--- src/hdl/cscull_pkg.sv ---
`default_nettype none
// ----------------------------------------------------------------------------
// cscull_pkg: shared types and constants for the cylinder screen cull core
// Display size, list depth, register indexes, sequencer states and the
// fixed-point helper used by the core.
// ----------------------------------------------------------------------------
package cscull_pkg;

  localparam int SCREEN_WIDTH  = 240;
  localparam int SCREEN_HEIGHT = 160;
  localparam int MAX_VISIBLE   = 1024;

  localparam int HALF_W = SCREEN_WIDTH / 2;
  localparam int HALF_H = SCREEN_HEIGHT / 2;

  // field widths
  localparam int IDX_W   = 16;
  localparam int COORD_W = 32;
  localparam int RAD_W   = 10;
  localparam int SLOT_W  = 10;
  localparam int SCALE_W = 31;
  localparam int REL_W   = COORD_W - 4;          // after the divide by 16
  localparam int PROD_W  = 2 * COORD_W;
  localparam int SCR_W   = PROD_W - 16;          // screen coordinate
  localparam int CHK_W   = SCR_W + 1;            // screen coordinate +/- radius
  localparam int CNT_W   = $clog2(MAX_VISIBLE + 1);

  localparam int IN_DATA_W  = 96;                // 90 bits of fields, byte padded
  localparam int OUT_DATA_W = 32;                // 26 bits of fields, byte padded
  localparam int CFG_ADDR_W = 3;
  localparam int CFG_DATA_W = 32;

  typedef enum logic [CFG_ADDR_W-1:0] {
    REG_CAM_POS_X  = 3'd0,
    REG_CAM_POS_Z  = 3'd1,
    REG_AXIS_U_X   = 3'd2,
    REG_AXIS_U_Z   = 3'd3,
    REG_AXIS_V_X   = 3'd4,
    REG_AXIS_V_Z   = 3'd5,
    REG_PROJ_SCALE = 3'd6
  } reg_index_t;

  typedef enum logic [9:0] {
    S_IDLE = 10'b00_0000_0001,
    S_REL  = 10'b00_0000_0010,
    S_M0   = 10'b00_0000_0100,
    S_M1   = 10'b00_0000_1000,
    S_M2   = 10'b00_0001_0000,
    S_M3   = 10'b00_0010_0000,
    S_M4   = 10'b00_0100_0000,
    S_M5   = 10'b00_1000_0000,
    S_SX   = 10'b01_0000_0000,
    S_FIN  = 10'b10_0000_0000
  } state_t;

  // signed divide by 16, truncating toward zero
  function automatic logic signed [REL_W-1:0] div16_trunc(
    input logic signed [COORD_W-1:0] d
  );
    logic [COORD_W-1:0] biased;
    biased = d + (d[COORD_W-1] ? COORD_W'(15) : COORD_W'(0));
    return signed'(biased[COORD_W-1:4]);
  endfunction

endpackage
`default_nettype wire

--- src/hdl/cylinder_screen_cull_core.sv ---
`default_nettype none
// ----------------------------------------------------------------------------
// cylinder_screen_cull_core: bounding-circle screen cull of vertical cylinders
// Usage:
//   Input words arrive on the s_ group: tdata carries model index, centroid
//   x/z (Q19.12) and radius; tlast marks the last cylinder of a cell.
//   A word that lands on the display while the visible list has room goes
//   out on the m_ group with model index and slot; tlast copies the cell mark.
//   The user must write camera position, axes and projection scale on cfg_we/
//   cfg_addr/cfg_data port only while the core is idle, unchecked by the core.
// Sequence:
//   One cylinder passes through these steps: accept, relative position, six
//   passes of the single shared 32x32 multiplier, y/x checks and the final
//   decision. The output word sits in its own register, so the next
//   cylinder is taken while it waits; the core only holds in its last step
//   when a new result meets an output word the receiver has not yet taken.
// Reset:
//   rst clears the slot counter, the output valid and the sequencer, and
//   loads a zero camera position, identity camera axes and a zero scale.
// ----------------------------------------------------------------------------
module cylinder_screen_cull_core (
  input  wire logic                               clk,
  input  wire logic                               rst,
  // config write port
  input  wire logic                               cfg_we,
  input  wire logic [cscull_pkg::CFG_ADDR_W-1:0]  cfg_addr,
  input  wire logic [cscull_pkg::CFG_DATA_W-1:0]  cfg_data,
  // input stream
  input  wire logic                               s_tvalid,
  output logic                                    s_tready,
  // [15:0] cyl_idx, [47:16] cyl_x, [79:48] cyl_z, [89:80] radius
  input  wire logic [cscull_pkg::IN_DATA_W-1:0]   s_tdata,
  input  wire logic                               s_tlast,
  // output stream
  output logic                                    m_tvalid,
  input  wire logic                               m_tready,
  // [15:0] visible_index, [25:16] slot
  output logic [cscull_pkg::OUT_DATA_W-1:0]       m_tdata,
  output logic                                    m_tlast
);
  import cscull_pkg::*;

  // configuration
  logic signed [COORD_W-1:0] cam_pos_x, cam_pos_z;
  logic signed [COORD_W-1:0] axis_u_x, axis_u_z, axis_v_x, axis_v_z;
  logic        [SCALE_W-1:0] proj_scale;

  // captured word
  logic        [IDX_W-1:0]   item_idx;
  logic signed [COORD_W-1:0] item_cx, item_cz;
  logic        [RAD_W-1:0]   item_rad;
  logic                      item_last;

  // datapath
  state_t                    state;
  logic signed [REL_W-1:0]   rel_x, rel_z;
  logic signed [COORD_W-1:0] mul_a, mul_b;
  logic signed [PROD_W-1:0]  prod;
  logic        [COORD_W-1:0] vsum, usum;
  logic signed [SCR_W-1:0]   scr_y, scr_x, scr_shift;
  logic                      vis_y;
  logic                      vis_x;
  logic                      emit;
  logic                      out_free;
  logic        [CNT_W-1:0]   visible_count;
  logic        [COORD_W-1:0] prod_fx;
  logic signed [CHK_W-1:0]   chk_lo, chk_hi;
  logic signed [SCR_W-1:0]   chk_src;

  assign s_tready = (state == S_IDLE);
  assign out_free = !m_tvalid || m_tready;
  assign prod_fx  = prod[COORD_W+11:12];
  assign scr_shift = signed'(prod[PROD_W-1:16]);

  always_ff @(posedge clk) begin
    if (rst) begin
      cam_pos_x  <= '0;
      cam_pos_z  <= '0;
      axis_u_x   <= COORD_W'(4096);
      axis_u_z   <= '0;
      axis_v_x   <= '0;
      axis_v_z   <= COORD_W'(4096);
      proj_scale <= '0;
    end else if (cfg_we) begin
      case (cfg_addr)
        REG_CAM_POS_X:  cam_pos_x  <= signed'(cfg_data);
        REG_CAM_POS_Z:  cam_pos_z  <= signed'(cfg_data);
        REG_AXIS_U_X:   axis_u_x   <= signed'(cfg_data);
        REG_AXIS_U_Z:   axis_u_z   <= signed'(cfg_data);
        REG_AXIS_V_X:   axis_v_x   <= signed'(cfg_data);
        REG_AXIS_V_Z:   axis_v_z   <= signed'(cfg_data);
        REG_PROJ_SCALE: proj_scale <= cfg_data[SCALE_W-1:0];
        default: ;
      endcase
    end
  end

  // shared multiplier operand select
  always_comb begin
    mul_a = '0;
    mul_b = '0;
    unique case (state)
      S_M0: begin mul_a = COORD_W'(rel_x); mul_b = axis_v_x; end
      S_M1: begin mul_a = COORD_W'(rel_z); mul_b = axis_v_z; end
      S_M2: begin mul_a = COORD_W'(rel_x); mul_b = axis_u_x; end
      S_M3: begin mul_a = COORD_W'(rel_z); mul_b = axis_u_z; end
      S_M4: begin mul_a = signed'(COORD_W'(0) - vsum); mul_b = signed'({1'b0, proj_scale}); end
      S_M5: begin mul_a = signed'(usum); mul_b = signed'({1'b0, proj_scale}); end
      default: ;
    endcase
  end

  always_ff @(posedge clk) begin
    prod <= mul_a * mul_b;
  end

  // overlap test: coord + r >= 0 and coord - r < size
  always_comb begin
    chk_src = (state == S_SX) ? scr_y : scr_x;
    chk_lo  = CHK_W'(chk_src) + signed'(CHK_W'(item_rad));
    chk_hi  = CHK_W'(chk_src) - signed'(CHK_W'(item_rad));
    if (state == S_SX) begin
      vis_x = 1'b0;
    end else begin
      vis_x = (chk_lo >= 0) && (chk_hi < signed'(CHK_W'(SCREEN_WIDTH)));
    end
    emit = vis_y && vis_x && (visible_count < CNT_W'(MAX_VISIBLE));
  end

  always_ff @(posedge clk) begin
    unique case (state)
      S_IDLE: begin
        item_idx  <= s_tdata[15:0];
        item_cx   <= signed'(s_tdata[47:16]);
        item_cz   <= signed'(s_tdata[79:48]);
        item_rad  <= s_tdata[89:80];
        item_last <= s_tlast;
      end
      S_REL: begin
        rel_x <= div16_trunc(item_cx - cam_pos_x);
        rel_z <= div16_trunc(item_cz - cam_pos_z);
      end
      S_M1: vsum <= prod_fx;
      S_M2: vsum <= vsum + prod_fx;
      S_M3: usum <= prod_fx;
      S_M4: usum <= usum + prod_fx;
      S_M5: scr_y <= scr_shift + SCR_W'(HALF_H);
      S_SX: begin
        scr_x <= scr_shift + SCR_W'(HALF_W);
        vis_y <= (chk_lo >= 0) && (chk_hi < signed'(CHK_W'(SCREEN_HEIGHT)));
      end
      default: ;
    endcase
  end

  // sequencer, counter and output register
  always_ff @(posedge clk) begin
    if (rst) begin
      state         <= S_IDLE;
      visible_count <= '0;
      m_tvalid      <= 1'b0;
    end else begin
      if (state == S_FIN && emit && out_free) begin
        m_tvalid <= 1'b1;
      end else if (m_tready) begin
        m_tvalid <= 1'b0;
      end
      unique case (state)
        S_IDLE: if (s_tvalid) state <= S_REL;
        S_REL:  state <= S_M0;
        S_M0:   state <= S_M1;
        S_M1:   state <= S_M2;
        S_M2:   state <= S_M3;
        S_M3:   state <= S_M4;
        S_M4:   state <= S_M5;
        S_M5:   state <= S_SX;
        S_SX:   state <= S_FIN;
        S_FIN: begin
          if (!emit || out_free) begin
            if (emit) begin
              m_tdata  <= {{(OUT_DATA_W - IDX_W - SLOT_W){1'b0}},
                           visible_count[SLOT_W-1:0], item_idx};
              m_tlast  <= item_last;
            end
            if (item_last) begin
              visible_count <= '0;
            end else if (emit) begin
              visible_count <= visible_count + CNT_W'(1);
            end
            state <= S_IDLE;
          end
        end
        default: state <= S_IDLE;
      endcase
    end
  end

`ifndef SYNTHESIS
  a_count_bound: assert property (@(posedge clk) disable iff (rst)
    visible_count <= CNT_W'(MAX_VISIBLE))
    else $error("visible count past list depth");

  a_count_only_at_fin: assert property (@(posedge clk) disable iff (rst)
    (state != S_FIN) |=> $stable(visible_count))
    else $error("visible count changed outside final step");

  a_out_load_only_at_fin: assert property (@(posedge clk) disable iff (rst)
    (state != S_FIN) |=> (!m_tvalid || $stable(m_tdata)))
    else $error("output word changed outside final step");
`endif

endmodule
`default_nettype wire

--- config.mk ---
export PLATFORM = sky130hd
export DESIGN_NAME = cylinder_screen_cull_core
export DESIGN_NICKNAME = d
export VERILOG_FILES = /design/src/hdl/cscull_pkg.sv /design/src/hdl/cylinder_screen_cull_core.sv
export SDC_FILE = /design/constraint.sdc
export NUM_CORES = 2
export LEC_CHECK = 0
export BUFFER_PORTS_ARGS = -buffer_cell sky130_fd_sc_hd__buf_4
export CORE_ASPECT_RATIO = 0.7
export CORE_UTILIZATION = 30
export CTS_CLUSTER_SIZE = 10
export DETAILED_ROUTE_END_ITERATION = 6
export PLACE_DENSITY = 0.46
export SYNTH_ARGS = -nofsm -noshare
export SYNTH_HDL_FRONTEND = slang
export SYNTH_SLANG_ARGS = --single-unit
--- constraint.sdc ---
create_clock -name clk -period 14.1 [get_ports clk]
set_input_delay 1.41 -clock clk [delete_from_list [all_inputs] [get_ports clk]]
set_output_delay 1.41 -clock clk [all_outputs]
set_load 0.05 [all_outputs]
==> metrics list <==
- Result of the run: finished, final reports clean
- The share of total power dissipated in combinational logic is 0.157.
- In this run the worst path has a maximum fanout of 13.
- In the routed design, unresolved DRC markers number 0.
- On the critical path, the stage with the largest delay is an instance of sky130_fd_sc_hd__and2_1.
- The final route contains approximately 55000 vias.
- After detailed routing, the number of vias per cell comes to 5.127.
- On the worst path, the slowest cell contributes a delay of roughly 1.2 ns.
- The first global-routing pass estimated 374500 um of wire.
- Total count of max-transition violations in the final report: 0
* Core Region: 227200 um^2
- Synthesis instantiated 106 different standard cells from the library.
* Critical path start-end classification: flip-flop to flip-flop
- The worst hold path begins at item_idx[12].
- For this design the static power due to leakage is about 33 nW.
- Async set-reset flop share out of synthesis: 0
- Fraction of power consumed by sequential logic: 0.437
- Synthesis produced ~7500 cells.
* Register bit total from synthesis: about 630
- Max VDD drop: between 70 and 80 uV
* Number of placement rows: 146
- Number of enable-type register cells in the synthesized netlist: 335
- Final hold slack: between 0.4 and 0.5 ns
* Io pins: around 170
- The worst setup path is captured at a flip-flop.
* Count of hold buffers inserted by post-cts repair: 0
* Reg-to-reg critical path startpoint: state[1]
- STA classifies the critical path startpoint as a flip-flop.
- From left edge to right edge, the die measures between 500 and 600 um.
- The die covers approximately 230000 um^2.
- Dividing the synthesized area by the synthesized cell count gives just over 9 um^2.
* Primary flip-flop cell chosen by synthesis mapping: sky130_fd_sc_hd__edfxtp_1
- Post-detail-place hpwl: about 200000 um
* CTS Buf Count: 77
* Reg2Reg Depth: 36
- The initial antenna violation count is 22.
- Clock network latency to the later pin of the worst-skew pair: approximately 0.7 ns
- Final global-route overflow total: 0
- The share of the Yosys chip area taken by registers is 0.2323.
- The congestion estimate from routability-driven global placement came to slightly above 0.9.
* WL per Instance: 24.14 um
- Counting every sink on the clock net gives around 630.
* Number of warning messages in the yosys log: 0
- Critical path data arrival time: between 10 and 15 ns
- Clock skew on the completed layout was measured at 0.04837 ns.
- Area growth from synthesis to final layout: 10.73%
- The smallest clock period supported by the final layout is computed as 12.73 ns.
- The via count of the first global-routing pass came to ~54000.
- The count of buffers added on input and output ports is between 150 and 200.
- Global routing usage summed across all routing layers: 0.2214
- Final Hold Viols: 0
- For the final routed database, the setup TNS stands at 0 ns.
* Final period utilization: 0.9026
- CTS built an H-tree with a depth of 3.
- Post-synthesis instance area: between 60000 and 70000 um^2
* TritonRoute pass-1 iters: 6
* Detailed-route wire length: between 200000 and 300000 um
- Vert. Die Dim: a little over 400 um
- The final layout contains around 9100 nets.
- Setup repair after global routing left no endpoint under its margin.
- Setup crit start: state[1]
- At the pin with the least slew margin, the transition time is 1.431 ns.
* Min-Delay Path Class: flip-flop to flip-flop
- PwrDens: a little over 60 nW/um^2
- The most numerous cell type found on the critical path is sky130_fd_sc_hd__fa_1.
* Post-route ant nets: 0
- The analysis attributes to net switching a power of 1.357 mW.
* Highest clock frequency the design can meet: approximately 0.079 GHz
- Final setup violation count: 0
- Clock input transition at the sequential cells of the worst setup and hold paths: approximately 0.06 ns
* CTS Root Cell: sky130_fd_sc_hd__clkbuf_16
* Critical path required time: about 15 ns
- After the first detailed-routing iteration, the DRC count stood at about 5700.
* Starting Density: 0.3031
- After clock tree synthesis, the setup repair step added 0 buffers.
- Largest net degree at the start of global routing: 95
- Of the total power, the share spent switching nets is 0.2869.
- Layout cell share with drive strength beyond 1: 0.06903
- The worst hold path was traced through 0 stages.
- In this run the tightest slew margin relative to its limit is 0.04576.
- No sink is reached through more buffers than the 3 on the longest clock path.
- Internal power comes to 3.373 mW.
- The share of total power dissipated in the clock network is 0.406.
- The tool flagged a number of max-cap violations equal to 0.
- TritonCTS clock tree: built
* Post-cts repair resize count: 0
cells in the final DEF (no fill, tap or decap), types with 29 or more instances in the layout:
cell	n
sky130_fd_sc_hd__buf_4	305
sky130_fd_sc_hd__xor2_1	118
sky130_fd_sc_hd__o21ai_0	141
sky130_fd_sc_hd__and3_1	37
sky130_fd_sc_hd__or3_1	33
sky130_fd_sc_hd__nand3_1	88
sky130_fd_sc_hd__nor3_1	94
sky130_fd_sc_hd__clkbuf_1	31
sky130_fd_sc_hd__xnor2_1	204
sky130_fd_sc_hd__clkbuf_16	77
sky130_fd_sc_hd__and2_1	54
sky130_fd_sc_hd__a221o_1	29
sky130_fd_sc_hd__nor2b_1	35
sky130_fd_sc_hd__nand4_1	63
sky130_fd_sc_hd__o21a_1	47
sky130_fd_sc_hd__ha_1	335
sky130_fd_sc_hd__nor2_1	670
sky130_fd_sc_hd__edfxtp_1	335
sky130_fd_sc_hd__a21oi_1	371
sky130_fd_sc_hd__a21o_1	65
sky130_fd_sc_hd__fa_1	1086
sky130_fd_sc_hd__nand2b_1	54
sky130_fd_sc_hd__nand2_1	1295
sky130_fd_sc_hd__dfxtp_1	297
sky130_fd_sc_hd__inv_1	1166
sky130_fd_sc_hd__a211oi_1	29
sky130_fd_sc_hd__nor4_1	32
flip-flops by register name (all words and copies together) (netlist names), 32 cells and up:
register	flops
scr_y	48
usum	32
item_cz	32
axis_v_z	32
vsum	32
axis_u_x	32
axis_v_x	32
axis_u_z	32
cam_pos_z	32
scr_x	48
prod	52
item_cx	32
cam_pos_x	32
worst max-delay path, delay by kind of cell (launching register included):
kind	cells	cell delay, ns
AOI/OAI and AO/OA	8	2.53
DFF	1	0.41
buffers and inverters	7	0.50
and+or+nand+nor	11	3.98
adders and majority gates	9	4.38
xor gates and xnor gates	1	0.67
kinds of logic (layout without fill, tap and decap cells):
| kind of cell | Yosys count | in the layout | synth area share |
|---|---|---|---|
| XOR/XNOR | 322 | 322 | 0.04094 |
| buffers and inverters | 1530 | 1606 | 0.08438 |
| adder cells (fa/ha/maj) | 1421 | 1421 | 0.3764 |
| multiplexers | 30 | 30 | 0.004450 |
| AO/OA/AOI/OAI | 978 | 978 | 0.09399 |
| AND/OR/NAND/NOR | 2625 | 2625 | 0.1674 |
| other | 1 | 11 | 0.00005443 |
| flip-flops | 632 | 632 | 0.2323 |
metal layers:
| layer | track usage | up-vias | part of all wire | wire [um] |
|---|---|---|---|---|
| met4 | 0.03951 | 4 | 0.018 | 4631 |
| met5 | 0 | - | 0.000066 | 17 |
| met1 | 0.3524 | 27900 | 0.49 | 127400 |
| li1 | - | 24180 | - | - |
| met2 | 0.2834 | 2327 | 0.37 | 94070 |
| met3 | 0.07223 | 240 | 0.12 | 31270 |
stage by stage:
stage | std cells | power, mW | util | setup slack, ns | instance area [um^2]
floorplan | 7544 | 2.586 | - | 3.054 | 68910
global placement | 10530 | 2.827 | 0.3253 | 1.929 | 73930
detailed placement | 10530 | 2.838 | 0.3253 | 1.748 | 73930
CTS | 10650 | 4.779 | 0.3356 | 1.687 | 76270
global route | 10650 | 4.934 | 0.3356 | 0.9117 | 76270
finish | 10660 | 4.730 | 0.3357 | 1.374 | 76280
power groups by stage:
stage | sequential, mW | clock, mW | combinational, mW
floorplan | 2.09 | 0 | 0.500
global placement | 2.11 | 0 | 0.722
detailed placement | 2.10 | 0 | 0.734
CTS | 2.07 | 1.97 | 0.738
global route | 2.07 | 2.05 | 0.816
finish | 2.07 | 1.92 | 0.743
layout make-up:
cell class	count	area (um^2)
tap	3034	3796
antenna	5	12.51
sequential	632	16010
timing repair buffer	307	2321
clock inverter	15	230.2
inverter	1171	4398
fill	23480	151000
multi-input combinational	5382	47410
clock buffer	113	2112
cells in the mapped netlist (11+ instances only):
cell / instances / share of area
sky130_fd_sc_hd__nand2_1: 1303 / 0.071
sky130_fd_sc_hd__inv_1: 1169 / 0.064
sky130_fd_sc_hd__fa_1: 1086 / 0.32
sky130_fd_sc_hd__nor2_1: 675 / 0.037
sky130_fd_sc_hd__a21oi_1: 371 / 0.027
sky130_fd_sc_hd__edfxtp_1: 335 / 0.15
sky130_fd_sc_hd__ha_1: 335 / 0.061
sky130_fd_sc_hd__clkbuf_1: 322 / 0.018
sky130_fd_sc_hd__dfxtp_1: 297 / 0.086
sky130_fd_sc_hd__xnor2_1: 204 / 0.026
sky130_fd_sc_hd__o21ai_0: 141 / 0.010
sky130_fd_sc_hd__xor2_1: 118 / 0.015
sky130_fd_sc_hd__nor3_1: 96 / 0.0070
sky130_fd_sc_hd__nand3_1: 88 / 0.0064
sky130_fd_sc_hd__a21o_1: 65 / 0.0071
sky130_fd_sc_hd__nand4_1: 63 / 0.0057
sky130_fd_sc_hd__and2_1: 58 / 0.0053
sky130_fd_sc_hd__nand2b_1: 54 / 0.0049
sky130_fd_sc_hd__o21a_1: 47 / 0.0051
sky130_fd_sc_hd__and3_1: 39 / 0.0035
sky130_fd_sc_hd__nor2b_1: 35 / 0.0032
sky130_fd_sc_hd__a221oi_1: 34 / 0.0043
sky130_fd_sc_hd__or3_1: 33 / 0.0030
sky130_fd_sc_hd__nor4_1: 32 / 0.0029
sky130_fd_sc_hd__a211oi_1: 31 / 0.0034
sky130_fd_sc_hd__a221o_1: 30 / 0.0044
sky130_fd_sc_hd__a222oi_1: 27 / 0.0039
sky130_fd_sc_hd__a22oi_1: 27 / 0.0029
sky130_fd_sc_hd__nand3b_1: 26 / 0.0028
sky130_fd_sc_hd__mux2i_1: 25 / 0.0036
sky130_fd_sc_hd__nor3b_1: 25 / 0.0027
sky130_fd_sc_hd__or4_1: 24 / 0.0026
sky130_fd_sc_hd__or2_2: 21 / 0.0019
sky130_fd_sc_hd__o21bai_1: 20 / 0.0022
sky130_fd_sc_hd__o31ai_1: 20 / 0.0022
sky130_fd_sc_hd__buf_1: 17 / 0.00093
sky130_fd_sc_hd__o211ai_1: 17 / 0.0019
sky130_fd_sc_hd__a31oi_1: 16 / 0.0015
sky130_fd_sc_hd__a22o_1: 15 / 0.0019
sky130_fd_sc_hd__o2111ai_1: 11 / 0.0014
final timing paths:
path | to | slack (ns)
worst min-delay path | m_tdata[12] | 0.42
worst max-delay path | prod[40] | 1.37
worst max register to register | prod[40] | 1.37
worst min register to register | m_tdata[12] | 0.42
No activity file was read; power rests on OpenSTA's default activity.
